## src/rtl/rlow_pkg.sv

```systemverilog
// ----------------------------------------------------------------------------
// rlow_pkg: shared definitions for the one-wire RGB LED line encoder
// Widths, register indexes, reset values, command and phase types, and the
// segment length and bit select helpers.
// ----------------------------------------------------------------------------
`default_nettype none

package rlow_pkg;

  // Frame geometry
  localparam int BITS_PER_PIXEL = 24;
  localparam int COLOR_W        = 24;
  localparam int POS_W          = 5;

  // Field widths
  localparam int TICK_W     = 16;
  localparam int SEG_W      = 8;
  localparam int REP_W      = 4;
  localparam int CFG_IDX_W  = 3;
  localparam int CFG_DATA_W = 16;

  // Command queue between front and back
  localparam int QUEUE_DEPTH = 4;
  localparam int QPTR_W      = $clog2(QUEUE_DEPTH);

  // Register indexes
  localparam logic [CFG_IDX_W-1:0] REG_ZERO_HIGH = 3'd0;
  localparam logic [CFG_IDX_W-1:0] REG_ZERO_LOW  = 3'd1;
  localparam logic [CFG_IDX_W-1:0] REG_ONE_HIGH  = 3'd2;
  localparam logic [CFG_IDX_W-1:0] REG_ONE_LOW   = 3'd3;
  localparam logic [CFG_IDX_W-1:0] REG_GAP       = 3'd4;
  localparam logic [CFG_IDX_W-1:0] REG_REPEAT    = 3'd5;

  // Register reset values
  localparam logic [SEG_W-1:0]  RST_ZERO_HIGH = 8'd8;
  localparam logic [SEG_W-1:0]  RST_ZERO_LOW  = 8'd17;
  localparam logic [SEG_W-1:0]  RST_ONE_HIGH  = 8'd16;
  localparam logic [SEG_W-1:0]  RST_ONE_LOW   = 8'd9;
  localparam logic [TICK_W-1:0] RST_GAP       = 16'd1000;
  localparam logic [REP_W-1:0]  RST_REPEAT    = 4'd10;

  typedef enum logic {
    CMD_LOAD = 1'b0,
    CMD_TICK = 1'b1
  } cmd_kind_t;

  typedef struct packed {
    cmd_kind_t          kind;
    logic [COLOR_W-1:0] grb;
  } cmd_t;

  // Front to queue
  typedef struct packed {
    logic valid;
    cmd_t cmd;
  } q_push_t;

  // Queue head seen by the back end
  typedef struct packed {
    logic valid;
    cmd_t cmd;
  } q_head_t;

  typedef enum logic [3:0] {
    PH_IDLE = 4'b0001,
    PH_HIGH = 4'b0010,
    PH_LOW  = 4'b0100,
    PH_GAP  = 4'b1000
  } phase_t;

  typedef enum logic [1:0] {
    CTL_RUN  = 2'b01,
    CTL_SEEK = 2'b10
  } ctl_t;

  typedef struct packed {
    logic [SEG_W-1:0]  zero_high_ticks;
    logic [SEG_W-1:0]  zero_low_ticks;
    logic [SEG_W-1:0]  one_high_ticks;
    logic [SEG_W-1:0]  one_low_ticks;
    logic [TICK_W-1:0] gap_ticks;
    logic [REP_W-1:0]  repeat_count;
  } cfg_regs_t;

  typedef struct packed {
    logic pin_level;
    logic busy_res;
    logic frame_done;
    logic load_accepted;
  } res_t;

  // Bit of the frame word at a position; positions past the color are zero
  function automatic logic bit_at(logic [COLOR_W-1:0] color, logic [POS_W-1:0] pos);
    logic b;
    b = 1'b0;
    if (pos < POS_W'(COLOR_W)) begin
      b = color[POS_W'(COLOR_W - 1) - pos];
    end
    return b;
  endfunction

  // Tick length of a segment
  function automatic logic [TICK_W-1:0] seg_len(phase_t ph, logic b, cfg_regs_t c);
    logic [TICK_W-1:0] len;
    len = '0;
    case (ph)
      PH_GAP:  len = c.gap_ticks;
      PH_HIGH: len = b ? TICK_W'(c.one_high_ticks) : TICK_W'(c.zero_high_ticks);
      PH_LOW:  len = b ? TICK_W'(c.one_low_ticks) : TICK_W'(c.zero_low_ticks);
      default: len = '0;
    endcase
    return len;
  endfunction

endpackage

`default_nettype wire

```

## src/rtl/rlow_ifs.sv

```systemverilog
// ----------------------------------------------------------------------------
// rlow_ifs: channel interfaces of the LED line encoder
// Item input, result output and configuration write channels.
// ----------------------------------------------------------------------------
`default_nettype none

interface rlow_in_if;
  logic       valid;
  logic       ready;
  logic       func;
  logic [7:0] red;
  logic [7:0] green;
  logic [7:0] blue;

  modport source (output valid, func, red, green, blue, input ready);
  modport sink   (input valid, func, red, green, blue, output ready);
endinterface

interface rlow_out_if;
  logic valid;
  logic ready;
  logic pin_level;
  logic busy_res;
  logic frame_done;
  logic load_accepted;

  modport source (output valid, pin_level, busy_res, frame_done, load_accepted,
                  input ready);
  modport sink   (input valid, pin_level, busy_res, frame_done, load_accepted,
                  output ready);
endinterface

interface rlow_cfg_if;
  logic                               valid;
  logic                               ready;
  logic [rlow_pkg::CFG_IDX_W-1:0]     index;
  logic [rlow_pkg::CFG_DATA_W-1:0]    data;

  modport source (output valid, index, data, input ready);
  modport sink   (input valid, index, data, output ready);
endinterface

`default_nettype wire

```

## src/rtl/rlow_front.sv

```systemverilog
// ----------------------------------------------------------------------------
// rlow_front: item intake
// Accepts items while the queue has room, classifies them into load or tick
// commands and packs the color in line order (green, red, blue).
// ----------------------------------------------------------------------------
`default_nettype none

module rlow_front (
  rlow_in_if.sink            item,
  input  logic               full,
  output rlow_pkg::q_push_t  push
);

  // Take a beat whenever the queue can hold it
  assign item.ready = !full;

  // Classify and pack
  always_comb begin
    push.valid    = item.valid && !full;
    push.cmd.kind = item.func ? rlow_pkg::CMD_TICK : rlow_pkg::CMD_LOAD;
    push.cmd.grb  = {item.green, item.red, item.blue};
  end

endmodule

`default_nettype wire

```

## src/rtl/rlow_queue.sv

```systemverilog
// ----------------------------------------------------------------------------
// rlow_queue: command queue
// Small FIFO between intake and line sequencer so each side stalls alone.
// ----------------------------------------------------------------------------
`default_nettype none

module rlow_queue (
  input  logic               clk,
  input  logic               rst,
  input  rlow_pkg::q_push_t  push,
  output logic               full,
  output rlow_pkg::q_head_t  head,
  input  logic               pop
);

  rlow_pkg::cmd_t                 mem [rlow_pkg::QUEUE_DEPTH];
  logic [rlow_pkg::QPTR_W-1:0]    wr_ptr;
  logic [rlow_pkg::QPTR_W-1:0]    rd_ptr;
  logic [rlow_pkg::QPTR_W:0]      count;
  logic                           do_pop;

  assign full       = (count == (rlow_pkg::QPTR_W + 1)'(rlow_pkg::QUEUE_DEPTH));
  assign head.valid = (count != '0);
  assign head.cmd   = mem[rd_ptr];
  assign do_pop     = pop && head.valid;

  // Store pushed commands
  always_ff @(posedge clk) begin
    if (push.valid) begin
      mem[wr_ptr] <= push.cmd;
    end
  end

  // Advance pointers and occupancy
  always_ff @(posedge clk) begin
    if (rst) begin
      wr_ptr <= '0;
      rd_ptr <= '0;
      count  <= '0;
    end else begin
      if (push.valid) begin
        wr_ptr <= wr_ptr + rlow_pkg::QPTR_W'(1);
      end
      if (do_pop) begin
        rd_ptr <= rd_ptr + rlow_pkg::QPTR_W'(1);
      end
      if (push.valid && !do_pop) begin
        count <= count + (rlow_pkg::QPTR_W + 1)'(1);
      end else if (!push.valid && do_pop) begin
        count <= count - (rlow_pkg::QPTR_W + 1)'(1);
      end
    end
  end

endmodule

`default_nettype wire

```

## src/rtl/rlow_back.sv

```systemverilog
// ----------------------------------------------------------------------------
// rlow_back: line sequencer
// Holds the timing registers and frame state, executes one command per
// cycle while the result register is free and no seek is under way, and walks
// past zero-length segments one per cycle, while the result register is free,
// before a result that ends a segment is released.
`default_nettype none

module rlow_back (
  input  logic               clk,
  input  logic               rst,
  input  rlow_pkg::q_head_t  head,
  output logic               pop,
  rlow_cfg_if.sink           cfg,
  rlow_out_if.source         result
);

  rlow_pkg::cfg_regs_t                 cfg_regs;
  rlow_pkg::ctl_t                      ctl, ctl_next;
  rlow_pkg::phase_t                    phase, phase_next;
  logic [rlow_pkg::COLOR_W-1:0]        color, color_next;
  logic [rlow_pkg::POS_W-1:0]          bit_pos, bit_pos_next;
  logic [rlow_pkg::TICK_W-1:0]         ticks_left, ticks_left_next;
  logic [rlow_pkg::REP_W-1:0]          repeats_left, repeats_left_next;
  logic                                active, active_next;
  logic                                any_nz, any_nz_next;
  logic                                pend_pin, pend_pin_next;
  logic                                pend_load, pend_load_next;
  logic                                res_valid;
  rlow_pkg::res_t                      res;

  logic                                out_free;
  logic                                emit;
  rlow_pkg::res_t                      emit_res;
  logic [rlow_pkg::TICK_W-1:0]         load_len;
  logic [rlow_pkg::TICK_W-1:0]         tick_dec;
  logic                                tick_pin;

  rlow_pkg::phase_t                    adv_phase;
  logic [rlow_pkg::POS_W-1:0]          adv_pos;
  logic [rlow_pkg::REP_W-1:0]          adv_rep;
  logic                                adv_wrap;
  logic                                adv_stop;
  logic                                adv_end;
  logic [rlow_pkg::TICK_W-1:0]         adv_len;
  logic [rlow_pkg::POS_W:0]            pos_inc;

  // Configuration registers; lengths are sampled as each segment starts
  assign cfg.ready = 1'b1;

  always_ff @(posedge clk) begin
    if (rst) begin
      cfg_regs.zero_high_ticks <= rlow_pkg::RST_ZERO_HIGH;
      cfg_regs.zero_low_ticks  <= rlow_pkg::RST_ZERO_LOW;
      cfg_regs.one_high_ticks  <= rlow_pkg::RST_ONE_HIGH;
      cfg_regs.one_low_ticks   <= rlow_pkg::RST_ONE_LOW;
      cfg_regs.gap_ticks       <= rlow_pkg::RST_GAP;
      cfg_regs.repeat_count    <= rlow_pkg::RST_REPEAT;
    end else if (cfg.valid) begin
      case (cfg.index)
        rlow_pkg::REG_ZERO_HIGH: cfg_regs.zero_high_ticks <= cfg.data[rlow_pkg::SEG_W-1:0];
        rlow_pkg::REG_ZERO_LOW:  cfg_regs.zero_low_ticks  <= cfg.data[rlow_pkg::SEG_W-1:0];
        rlow_pkg::REG_ONE_HIGH:  cfg_regs.one_high_ticks  <= cfg.data[rlow_pkg::SEG_W-1:0];
        rlow_pkg::REG_ONE_LOW:   cfg_regs.one_low_ticks   <= cfg.data[rlow_pkg::SEG_W-1:0];
        rlow_pkg::REG_GAP:       cfg_regs.gap_ticks       <= cfg.data[rlow_pkg::TICK_W-1:0];
        rlow_pkg::REG_REPEAT:    cfg_regs.repeat_count    <= cfg.data[rlow_pkg::REP_W-1:0];
        default: ;
      endcase
    end
  end

  // One step to the following segment of the frame
  always_comb begin
    adv_phase = phase;
    adv_pos   = bit_pos;
    adv_rep   = repeats_left;
    adv_wrap  = 1'b0;
    adv_stop  = 1'b0;
    pos_inc   = {1'b0, bit_pos} + (rlow_pkg::POS_W + 1)'(1);
    case (phase)
      rlow_pkg::PH_HIGH: begin
        adv_phase = rlow_pkg::PH_LOW;
      end
      rlow_pkg::PH_LOW: begin
        if (pos_inc >= (rlow_pkg::POS_W + 1)'(rlow_pkg::BITS_PER_PIXEL)) begin
          adv_phase = rlow_pkg::PH_GAP;
        end else begin
          adv_pos   = pos_inc[rlow_pkg::POS_W-1:0];
          adv_phase = rlow_pkg::PH_HIGH;
        end
      end
      rlow_pkg::PH_GAP: begin
        if (repeats_left > rlow_pkg::REP_W'(1)) begin
          adv_rep   = repeats_left - rlow_pkg::REP_W'(1);
          adv_pos   = '0;
          adv_phase = rlow_pkg::PH_HIGH;
          adv_wrap  = 1'b1;
        end else begin
          adv_stop = 1'b1;
        end
      end
      default: adv_stop = 1'b1;
    endcase
    // A full pass with no nonzero segment means every repeat is empty
    adv_end = adv_stop || (adv_wrap && !any_nz);
    adv_len = rlow_pkg::seg_len(adv_phase, rlow_pkg::bit_at(color, adv_pos), cfg_regs);
  end

  assign out_free = !res_valid || result.ready;
  assign load_len = rlow_pkg::seg_len(rlow_pkg::PH_HIGH,
                                      head.cmd.grb[rlow_pkg::COLOR_W-1], cfg_regs);
  assign tick_dec = ticks_left - rlow_pkg::TICK_W'(1);
  assign tick_pin = (phase == rlow_pkg::PH_HIGH);

  // Command execution and segment walk
  always_comb begin
    ctl_next          = ctl;
    phase_next        = phase;
    color_next        = color;
    bit_pos_next      = bit_pos;
    ticks_left_next   = ticks_left;
    repeats_left_next = repeats_left;
    active_next       = active;
    any_nz_next       = any_nz;
    pend_pin_next     = pend_pin;
    pend_load_next    = pend_load;
    pop               = 1'b0;
    emit              = 1'b0;
    emit_res          = '0;
    case (ctl)
      rlow_pkg::CTL_RUN: begin
        if (head.valid && out_free) begin
          pop = 1'b1;
          if (head.cmd.kind == rlow_pkg::CMD_LOAD) begin
            if (active) begin
              // Refuse a load while the frame is running
              emit              = 1'b1;
              emit_res.busy_res = 1'b1;
            end else begin
              color_next        = head.cmd.grb;
              repeats_left_next = (cfg_regs.repeat_count == '0) ?
                                  rlow_pkg::REP_W'(1) : cfg_regs.repeat_count;
              bit_pos_next      = '0;
              phase_next        = rlow_pkg::PH_HIGH;
              active_next       = 1'b1;
              ticks_left_next   = load_len;
              if (load_len != '0) begin
                emit                   = 1'b1;
                emit_res.busy_res      = 1'b1;
                emit_res.load_accepted = 1'b1;
              end else begin
                ctl_next       = rlow_pkg::CTL_SEEK;
                pend_pin_next  = 1'b0;
                pend_load_next = 1'b1;
                any_nz_next    = 1'b0;
              end
            end
          end else if (active) begin
            ticks_left_next = tick_dec;
            if (tick_dec != '0) begin
              emit               = 1'b1;
              emit_res.pin_level = tick_pin;
              emit_res.busy_res  = 1'b1;
            end else begin
              ctl_next       = rlow_pkg::CTL_SEEK;
              pend_pin_next  = tick_pin;
              pend_load_next = 1'b0;
              any_nz_next    = 1'b1;
            end
          end else begin
            // Idle tick: line low
            emit = 1'b1;
          end
        end
      end
      rlow_pkg::CTL_SEEK: begin
        if (out_free) begin
          if (adv_end) begin
            // Frame over: drop back to idle
            active_next            = 1'b0;
            phase_next             = rlow_pkg::PH_IDLE;
            ticks_left_next        = '0;
            repeats_left_next      = '0;
            bit_pos_next           = '0;
            ctl_next               = rlow_pkg::CTL_RUN;
            emit                   = 1'b1;
            emit_res.pin_level     = pend_pin;
            emit_res.frame_done    = !pend_load;
            emit_res.load_accepted = pend_load;
          end else begin
            phase_next        = adv_phase;
            bit_pos_next      = adv_pos;
            repeats_left_next = adv_rep;
            ticks_left_next   = adv_len;
            if (adv_len != '0) begin
              ctl_next               = rlow_pkg::CTL_RUN;
              emit                   = 1'b1;
              emit_res.pin_level     = pend_pin;
              emit_res.busy_res      = 1'b1;
              emit_res.load_accepted = pend_load;
            end
          end
        end
      end
      default: ctl_next = rlow_pkg::CTL_RUN;
    endcase
  end

  // Control state
  always_ff @(posedge clk) begin
    if (rst) begin
      ctl          <= rlow_pkg::CTL_RUN;
      phase        <= rlow_pkg::PH_IDLE;
      bit_pos      <= '0;
      ticks_left   <= '0;
      repeats_left <= '0;
      active       <= 1'b0;
      any_nz       <= 1'b0;
      pend_pin     <= 1'b0;
      pend_load    <= 1'b0;
      res_valid    <= 1'b0;
    end else begin
      ctl          <= ctl_next;
      phase        <= phase_next;
      bit_pos      <= bit_pos_next;
      ticks_left   <= ticks_left_next;
      repeats_left <= repeats_left_next;
      active       <= active_next;
      any_nz       <= any_nz_next;
      pend_pin     <= pend_pin_next;
      pend_load    <= pend_load_next;
      if (emit) begin
        res_valid <= 1'b1;
      end else if (result.ready) begin
        res_valid <= 1'b0;
      end
    end
  end

  // Color word and result payload
  always_ff @(posedge clk) begin
    color <= color_next;
    if (emit) begin
      res <= emit_res;
    end
  end

  assign result.valid         = res_valid;
  assign result.pin_level     = res.pin_level;
  assign result.busy_res      = res.busy_res;
  assign result.frame_done    = res.frame_done;
  assign result.load_accepted = res.load_accepted;

endmodule

`default_nettype wire

```

## src/rtl/rgb_led_one_wire_encoder.sv

```systemverilog
// Path: an accepted item is written into the command queue, executed by the
//   sequencer and its result registered; a segment end first takes a seek
//   step per segment passed over (up to 49 after a load, up to 735 after a
//   tick once the lengths are cleared mid-frame); items wait meanwhile.
// Reset (synchronous, active high): line idle, command queue empty, result
//   register empty, timing registers at their defaults.
// ----------------------------------------------------------------------------
// rgb_led_one_wire_encoder: one-wire RGB LED line encoder
// Intake and classification, a command queue, and a line sequencer that
// shapes each color bit into high and low segments with a gap after each repeat.
// ----------------------------------------------------------------------------
`default_nettype none

module rgb_led_one_wire_encoder (
  input  logic        clk,
  input  logic        rst,
  rlow_in_if.sink     item,
  rlow_cfg_if.sink    cfg,
  rlow_out_if.source  result
);

  rlow_pkg::q_push_t  push;
  rlow_pkg::q_head_t  head;
  logic               full;
  logic               pop;

  // Classify incoming beats
  rlow_front u_front (
    .item (item),
    .full (full),
    .push (push)
  );

  // Hold commands between intake and sequencer
  rlow_queue u_queue (
    .clk  (clk),
    .rst  (rst),
    .push (push),
    .full (full),
    .head (head),
    .pop  (pop)
  );

  // Drive the line timing
  rlow_back u_back (
    .clk    (clk),
    .rst    (rst),
    .head   (head),
    .pop    (pop),
    .cfg    (cfg),
    .result (result)
  );

endmodule

`default_nettype wire

```

## src/flat_wrapper.sv

```systemverilog
// flat-port wrapper written by rule: the top's interface ports become plain ports
module rgb_led_one_wire_encoder_flat 
  (clk, rst, item_valid, item_func, item_red, item_green, item_blue, item_ready, cfg_valid, cfg_index, cfg_data, cfg_ready, result_valid, result_pin_level, result_busy_res, result_frame_done, result_load_accepted, result_ready);
  rlow_in_if item_i ();
  rlow_cfg_if cfg_i ();
  rlow_out_if result_i ();
  input  logic clk;
  input  logic rst;
  input wire logic [$bits(item_i.valid)-1:0] item_valid;
  input wire logic [$bits(item_i.func)-1:0] item_func;
  input wire logic [$bits(item_i.red)-1:0] item_red;
  input wire logic [$bits(item_i.green)-1:0] item_green;
  input wire logic [$bits(item_i.blue)-1:0] item_blue;
  output wire logic [$bits(item_i.ready)-1:0] item_ready;
  input wire logic [$bits(cfg_i.valid)-1:0] cfg_valid;
  input wire logic [$bits(cfg_i.index)-1:0] cfg_index;
  input wire logic [$bits(cfg_i.data)-1:0] cfg_data;
  output wire logic [$bits(cfg_i.ready)-1:0] cfg_ready;
  output wire logic [$bits(result_i.valid)-1:0] result_valid;
  output wire logic [$bits(result_i.pin_level)-1:0] result_pin_level;
  output wire logic [$bits(result_i.busy_res)-1:0] result_busy_res;
  output wire logic [$bits(result_i.frame_done)-1:0] result_frame_done;
  output wire logic [$bits(result_i.load_accepted)-1:0] result_load_accepted;
  input wire logic [$bits(result_i.ready)-1:0] result_ready;
  assign item_i.valid = item_valid;
  assign item_i.func = item_func;
  assign item_i.red = item_red;
  assign item_i.green = item_green;
  assign item_i.blue = item_blue;
  assign item_ready = item_i.ready;
  assign cfg_i.valid = cfg_valid;
  assign cfg_i.index = cfg_index;
  assign cfg_i.data = cfg_data;
  assign cfg_ready = cfg_i.ready;
  assign result_valid = result_i.valid;
  assign result_pin_level = result_i.pin_level;
  assign result_busy_res = result_i.busy_res;
  assign result_frame_done = result_i.frame_done;
  assign result_load_accepted = result_i.load_accepted;
  assign result_i.ready = result_ready;
  rgb_led_one_wire_encoder u_core (.clk(clk), .rst(rst), .item(item_i), .cfg(cfg_i), .result(result_i));
endmodule
```

## config.mk

```make
export PLATFORM = sky130hd
export DESIGN_NAME = rgb_led_one_wire_encoder_flat
export DESIGN_NICKNAME = d
export VERILOG_FILES = /design/src/rtl/rlow_pkg.sv /design/src/rtl/rlow_ifs.sv /design/src/rtl/rlow_front.sv /design/src/rtl/rlow_queue.sv /design/src/rtl/rlow_back.sv /design/src/rtl/rgb_led_one_wire_encoder.sv /design/src/flat_wrapper.sv
export SDC_FILE = /design/constraint.sdc
export NUM_CORES = 1
export LEC_CHECK = 0
export ABC_AREA = 1
export CORE_UTILIZATION = 60
export CTS_CLUSTER_DIAMETER = 30
export CTS_CLUSTER_SIZE = 30
export DETAILED_ROUTE_END_ITERATION = 7
export DONT_BUFFER_PORTS = 1
export GPL_TIMING_DRIVEN = 0
export HOLD_SLACK_MARGIN = 0.1
export PLACE_DENSITY_LB_ADDON = 0.2
export SYNTH_ARGS = -nofsm -noshare
export SYNTH_HDL_FRONTEND = slang
export SYNTH_SLANG_ARGS = --single-unit
```

## constraint.sdc

```tcl
create_clock -name clk -period 6.84 [get_ports clk]
set_input_delay 0.684 -clock clk [delete_from_list [all_inputs] [get_ports clk]]
set_output_delay 0.684 -clock clk [all_outputs]
set_load 0.05 [all_outputs]
```

# Yosys cells after proc, flatten, opt, wreduce, memory -nomap -nowiden
# Memory sizes are Yosys's and may differ from the RTL's. A register that Yosys moved wholly into a read port is not among the register bits.
# Index checks and enable logic that the tools add are counted.
word_totals:
  mem_count: 1
  ram_bits: 100
  inputBits: 49
  register_bits: 123
classes:
  n_eq_ne: 30
  bitwise_logic: 2
  n_reduce_logical: 38
  n_lt_le_gt_ge: 4
  muxes: 111
  n_addsub: 8
mem_list:
  columns: ["name", "words", "word_bits", "read_ports", "rd_clocked_by_memory_dff", "write_ports", "line", "source"]
  rows:
  - ["u_core.u_queue.mem", 4, 25, 1, 1, 1, "rlow_queue.sv:16", "rlow_pkg::cmd_t mem [rlow_pkg::QUEUE_DEPTH];"]
op_table:
  columns: ["op", "count"]
  rows:
  - ["$mux W16", 6]
  - ["$mux W4", 16]
  - ["$mux W1", 48]
  - ["$pmux W16 S3", 1]
  - ["$reduce_bool A16 Y1", 3]
  - ["$mux W5", 7]
  - ["$pmux W16 S2", 1]
  - ["$mux W2", 15]
  - ["$mux W8", 3]
  - ["$pmux W5 S2", 2]
  - ["$ne A3 B3 Y1 const B", 6]
  - ["$ne A2 B2 Y1 const B", 8]
  - ["$pmux W4 S2", 2]
  - ["$sub A16 B1 Y16 const B", 1]
  - ["$reduce_and A5 Y1", 3]
  - ["$reduce_and A7 Y1", 2]
  - ["$pmux W4 S3", 1]
  - ["$reduce_and A2 Y1", 6]
  - ["$eq A3 B3 Y1 const B", 3]
  - ["$eq A4 B2 Y1 const B", 2]
  - ["$eq A4 B3 Y1 const B", 2]
  - ["$eq A4 B4 Y1 const B", 2]
  - ["$pmux W1 S2", 4]
  - ["$pmux W2 S2", 2]
  - ["other kinds (30)", 47]

# Logic depth before layout (Yosys ltp)
logic_depth:
  ltp_word: 16
  mapped_depth: 29
  depth_no_buf: 28

# Hierarchy
# A second synthesis with hierarchy kept.
unflattened:
  cells_unflattened: 1153
  area_unflattened_um2: 10428.8
by_module_without_submodules:
  columns: ["module", "area_each_um2", "cells_each", "instances"]
  rows:
  - ["rlow_back", 5950.7, 820, 1]
  - ["rlow_queue", 4276.6, 305, 1]
  - ["rlow_front", 201.4, 28, 1]

# Worst setup path after synthesis
# Ideal clock, no wire load.
synth_timing:
  path_type: "register to register"
  start: "register u_core.u_back.bit_pos[0] (netlist bit)"
  end: "register u_core.u_back.res (netlist bit u_core.u_back.result.busy_res), enable pin"
  arrival_time_ns: 3.131
  stages_incl_launch_ff: 29
  setup_slack_ns: 3.458
  path_cell_list: "dfxtp_1 ha_1 nand2_1 o21bai_1 nand2_1 nand2_2 nand3_4 nand2_2 buf_2 o21ai_0 ha_1 inv_1 nor2_1 nand3_1 nand2_2 nor2_4 nand2_2 buf_6 nand2_1 nand3_1 nand2_1 nor2_1 nand3_2 nor2_4 nand3_1 nand3_1 nand2_1 nand2_1 inv_1"
synth_between:
  elab_chain_len: 15
synth_rtl:
  columns: ["element", "line", "source"]
  rows:
  - ["start: declaration", "rlow_back.sv:22", "logic [rlow_pkg::POS_W-1:0] bit_pos, bit_pos_next;"]
  - ["start signal: assignment", "rlow_back.sv:225", "bit_pos <= bit_pos_next;"]
  - ["$add A5 B1 Y6", "rlow_back.sv:79", "pos_inc = {1'b0, bit_pos} + (rlow_pkg::POS_W + 1)'(1);"]
  - ["$ge A6 B5 Y1", "rlow_back.sv:85", "if (pos_inc >= (rlow_pkg::POS_W + 1)'(rlow_pkg::BITS_PER_PIXEL)) begin"]
  - ["$mux W5", "rlow_back.sv:85", null]
  - ["$pmux W5 S2", "rlow_back.sv:80", "case (phase)"]
  - ["$sub A5 B5 Y5", "rlow_pkg.sv:97", "b = color[POS_W'(COLOR_W - 1) - pos];"]
  - ["$bmux W1 S5", "rlow_pkg.sv:97", null]
  - ["$mux W1 (implied by the code)", "rlow_pkg.sv:97", null]
  - ["$mux W1", "rlow_pkg.sv:96", "if (pos < POS_W'(COLOR_W)) begin"]
  - ["$mux W8 (on tied branches)", "rlow_pkg.sv:109, rlow_pkg.sv:108", null]
  - ["$pmux W16 S3 (*)", "rlow_pkg.sv:106", "case (ph)"]
  - ["$reduce_bool A16 Y1 (*)", "rlow_back.sv:195", "if (adv_len != '0) begin"]
  - ["$mux W1 (*)", "rlow_back.sv:195", null]
  - ["$mux W1 (*)", "rlow_back.sv:178", "if (adv_end) begin"]
  - ["$mux W1 (*)", "rlow_back.sv:177", "if (out_free) begin"]
  - ["$pmux W1 S2 (*)", "rlow_back.sv:130", "case (ctl)"]
  - ["via u_core.u_back.emit", "rlow_back.sv:33", "logic emit;"]
  - ["end signal: assignment", "rlow_back.sv:244", "res <= emit_res;"]
  - ["end: declaration", "rlow_back.sv:30", "rlow_pkg::res_t res;"]
# Mark *: on every way through the listed nets, which the timed path passes. The rest lies on a longest branch. The select of a mux whose other input is x is not followed.
# A chain may end at the register's enable or synchronous reset.

# Worst setup path in the final report
layout_timing:
  start: "register u_core.u_back.bit_pos[0] (netlist bit)"
  end: "register u_core.u_back.res (netlist bit u_core.u_back.result.frame_done), enable pin"
# Same word-level chain as after synthesis.

==> results.cfg <==
[sta]
fin_crit_sh_pct = 60.6
setup_viol = 0
fin_skew_ns = 0.0148
rsz0062_at_grt = false
hold_viol_final = 0
min_period_ns = 4.14
relSlewSlack_pct = 7.77
tns_ns = 0
worstMarginPinSlew_ns = 1.37
clock.fmax_ghz = 0.241
slew_violations = 0

[worst_hold_path]
min_path_cells = 1
hp-class = in2reg
holdPathEnd = u_core.u_back.any_nz
worstHoldStart = rst

[worst_setup_path]
r2r_cells = 28
cp-start-kind = flip-flop
r2r-end = u_core.u_back.result.frame_done
path_class = reg2reg
reg2reg_from = u_core.u_back.bit_pos[0]
cpPeakStageDelay_ns = 0.50
end_kind = flip-flop
crit_fanout = 10
crit_required_ns = 7.10
arrival_ns = 4.40
r2r_slack_ns = 2.70
slowest_stage = dfxtp_1
path_common_cell = nand2_1

[synth]
synth_edf_count = 128
synth_area_leader_cell = edfxtp_1
netlist_area_sq_um = 10100
synth_ff_type = edfxtp_1
synth_cell_type_count = 54
async_reset_ff_share_pct = 0
avgSynthCellArea_sq_um = 9.13
syn_inst = 1110
synth_warnings = 0
synth_nets = 1174
yosys_register_bits = 225
seq_area_frac_synth_pct = 57.1
synth_area_leaders = edfxtp_1 38%, dfxtp_1 19%, o21ai_0 6.0%, nor2_1 5.6%, nand2_1 5.3%
synth_top_area_share_pct = 37.9

[clock_network]
post_cts_buffers = 0
cts_tree = yes
post_cts_resize_count = 0
clkTransAtPathRegs_ns = 0.05
postCtsHoldBufs = 0
root_buffer = clkbuf_16
cts_sinks = 225
cts_buffer_depth = 3
htree_levels = 2
cts_made_buffers = 41
clk_latency_ns = 0.52

[routing]
drt_iter0_drc = 856
wire_per_inst_um = 17.5
vias = 8169
dr.pass1.iters = 5
viasPerCell = 5.80
wirelength_mm = 24.7
ant_nets = 0
drc_errors = 0

[pwr]
power.leakage_nw = 4.56
p_sw_mw = 1.88
switching_share_pct = 34.9
ir_worst_vdd_mv = 0.255
intPower_mw = 3.50
p_clk_share_pct = 36.8
power.density_nw_per_um2 = 453
combinationalPowerShare_pct = 28.2
p_seq_share_pct = 35.0

[global_routing]
grt_overflow = 0
grt_max_degree = 26
grt.total_usage_pct = 28.6
grt_pass1_wl_mm = 38.7
antenna_found_initial = 0
grt_pass1_vias = 7683

[cells_and_area]
drive_above_1_share_pct = 9.76
nNetsFinal = 1221
area_growth_pct = 17.1
antenna_cells = 0
fin_util_pct = 71.8

[placed_design]
place.gp.congestion = 0.953
port-buffer-count = 0
hpwl_mm = 16.6

[die]
dieArea_sq_um = 17400
placementRows = 47
fp.dieH_um = 132
core-area_sq_um = 16500
ioPinCount = 56
start_util_pct = 61.3
die_x_um = 132

[status]
status = completed

[job]
max-cap-violations = 0
-- power by group through the flow --
stage	clock network (mW)	logic, mW	registers (mW)
6_report	1.98	1.52	1.88
5_1_grt	2.05	1.69	1.90
4_1_cts	1.99	1.49	1.88
3_5_place_dp	0	1.47	1.90
3_3_place_gp	0	1.42	1.91
2_1_floorplan	0	1.08	1.87
-- worst max-delay path, delay by kind of cell (launching register included) --
family | cells | cell delay (ns)
buffers and inverters | 4 | 0.56
AOI/OAI and AO/OA | 2 | 0.30
DFF | 1 | 0.50
adders and majority gates | 2 | 0.53
and+or+nand+nor | 20 | 1.96
-- worst max path at each step --
| stage | from | end |
|---|---|---|
| after floorplan | u_core.u_back.bit_pos[0] | u_core.u_back.result.busy_res |
| after global placement | result_ready | u_core.u_back.result.load_accepted |
| after detailed placement | u_core.u_back.bit_pos[0] | u_core.u_back.result.busy_res |
| after CTS | u_core.u_back.bit_pos[0] | u_core.u_back.result.pin_level |
| after global routing | u_core.u_back.bit_pos[0] | u_core.u_back.result.frame_done |
| final | u_core.u_back.bit_pos[0] | u_core.u_back.result.frame_done |
-- layout by cell type, fill, tap and decap left out, drive strengths merged, types with 2 or more instances in the layout --
cell	n
nand3	84
o211ai	11
nand4	8
clkinvlp	4
bufinv	3
nor2	157
nand3b	2
a211oi	4
nand2	150
nor4	9
or2	2
xnor2	5
nor3	11
a21oi	61
clkbuf	90
o21ai	127
clkinv	15
o22ai	33
inv	126
buf	12
xor2	8
edfxtp	128
ha	14
a31oi	8
dfxtp	97
a221oi	9
-- per-stage QoR --
step	cells	area (sq um)	setup slack (ns)	hold WS (ns)	total power [mW]
3_3_place_gp	1330	10400	2.85	0.424	3.33
4_1_cts	1408	11900	2.74	0.228	5.36
5_1_grt	1408	11900	2.39	0.241	5.64
6_report	1408	11900	2.70	0.246	5.38
2_1_floorplan	1110	10100	3.46	0.412	2.95
3_5_place_dp	1334	10500	2.80	0.440	3.37
-- cell usage after synthesis (3+ instances only) --
| library cell | count |
|---|---|
| a221oi_1 | 9 |
| o22ai_1 | 32 |
| o21ai_0 | 122 |
| edfxtp_1 | 128 |
| o21ai_1 | 4 |
| nand2_2 | 6 |
| nor4_1 | 8 |
| clkinv_1 | 4 |
| ha_1 | 14 |
| inv_1 | 119 |
| inv_2 | 4 |
| dfxtp_1 | 97 |
| nand4_1 | 6 |
| nor2_2 | 4 |
| nor3_1 | 11 |
| nor2_4 | 3 |
| a211oi_1 | 4 |
| nor2_1 | 150 |
| nand3_1 | 80 |
| nand2_1 | 143 |
| a31oi_1 | 8 |
| xor2_1 | 8 |
| a21oi_1 | 60 |
| clkbuf_1 | 36 |
| xnor2_1 | 5 |
| o211ai_1 | 10 |
-- state kept, by name (all words and copies together) (netlist names), 2 cells and up, named ones only --
register	count
u_core.u_queue.count	3
u_core.u_back.phase	4
u_core.u_queue.rd_ptr	2
u_core.u_back.color	24
u_core.u_queue.wr_ptr	2
u_core.u_queue.mem	100
u_core.u_back.bit_pos	5
u_core.u_back.cfg_regs	52
u_core.u_back.ctl	2
u_core.u_back.ticks_left	16
u_core.u_back.repeats_left	4
-- logic make-up after synthesis --
kind of cell | after synthesis | synth area share, %
other | 1 | 0.0370
and+or+nand+nor | 424 | 18.6
xor gates and xnor gates | 13 | 1.12
muxes | 1 | 0.0988
buffers and inverters | 172 | 6.74
adders and majority gates | 15 | 1.93
DFF | 225 | 57.1
AOI/OAI and AO/OA | 259 | 14.4
-- final cells by class --
| class | instances | area, sq um |
|---|---|---|
| Multi-Input combinational cell | 713 | 3680 |
| Tap cell | 220 | 275 |
| Clock inverter | 21 | 231 |
| Inverter | 127 | 477 |
| Fill cell | 1228 | 4650 |
| Sequential cell | 225 | 5790 |
| Clock buffer | 53 | 1150 |
| Buffer | 45 | 206 |
| Timing Repair Buffer | 4 | 60.1 |
-- metal layers --
| layer | vias to the layer above | track usage, % | routed length, um |
|---|---|---|---|
| met5 | - | 0 | 0 |
| met3 | 52 | 5.88 | 2350 |
| met1 | 3786 | 40.3 | 10700 |
| met2 | 408 | 43.8 | 11100 |
| li1 | 3923 | - | - |
| met4 | 0 | 11.4 | 558 |
(Power assumes the default switching activity.)
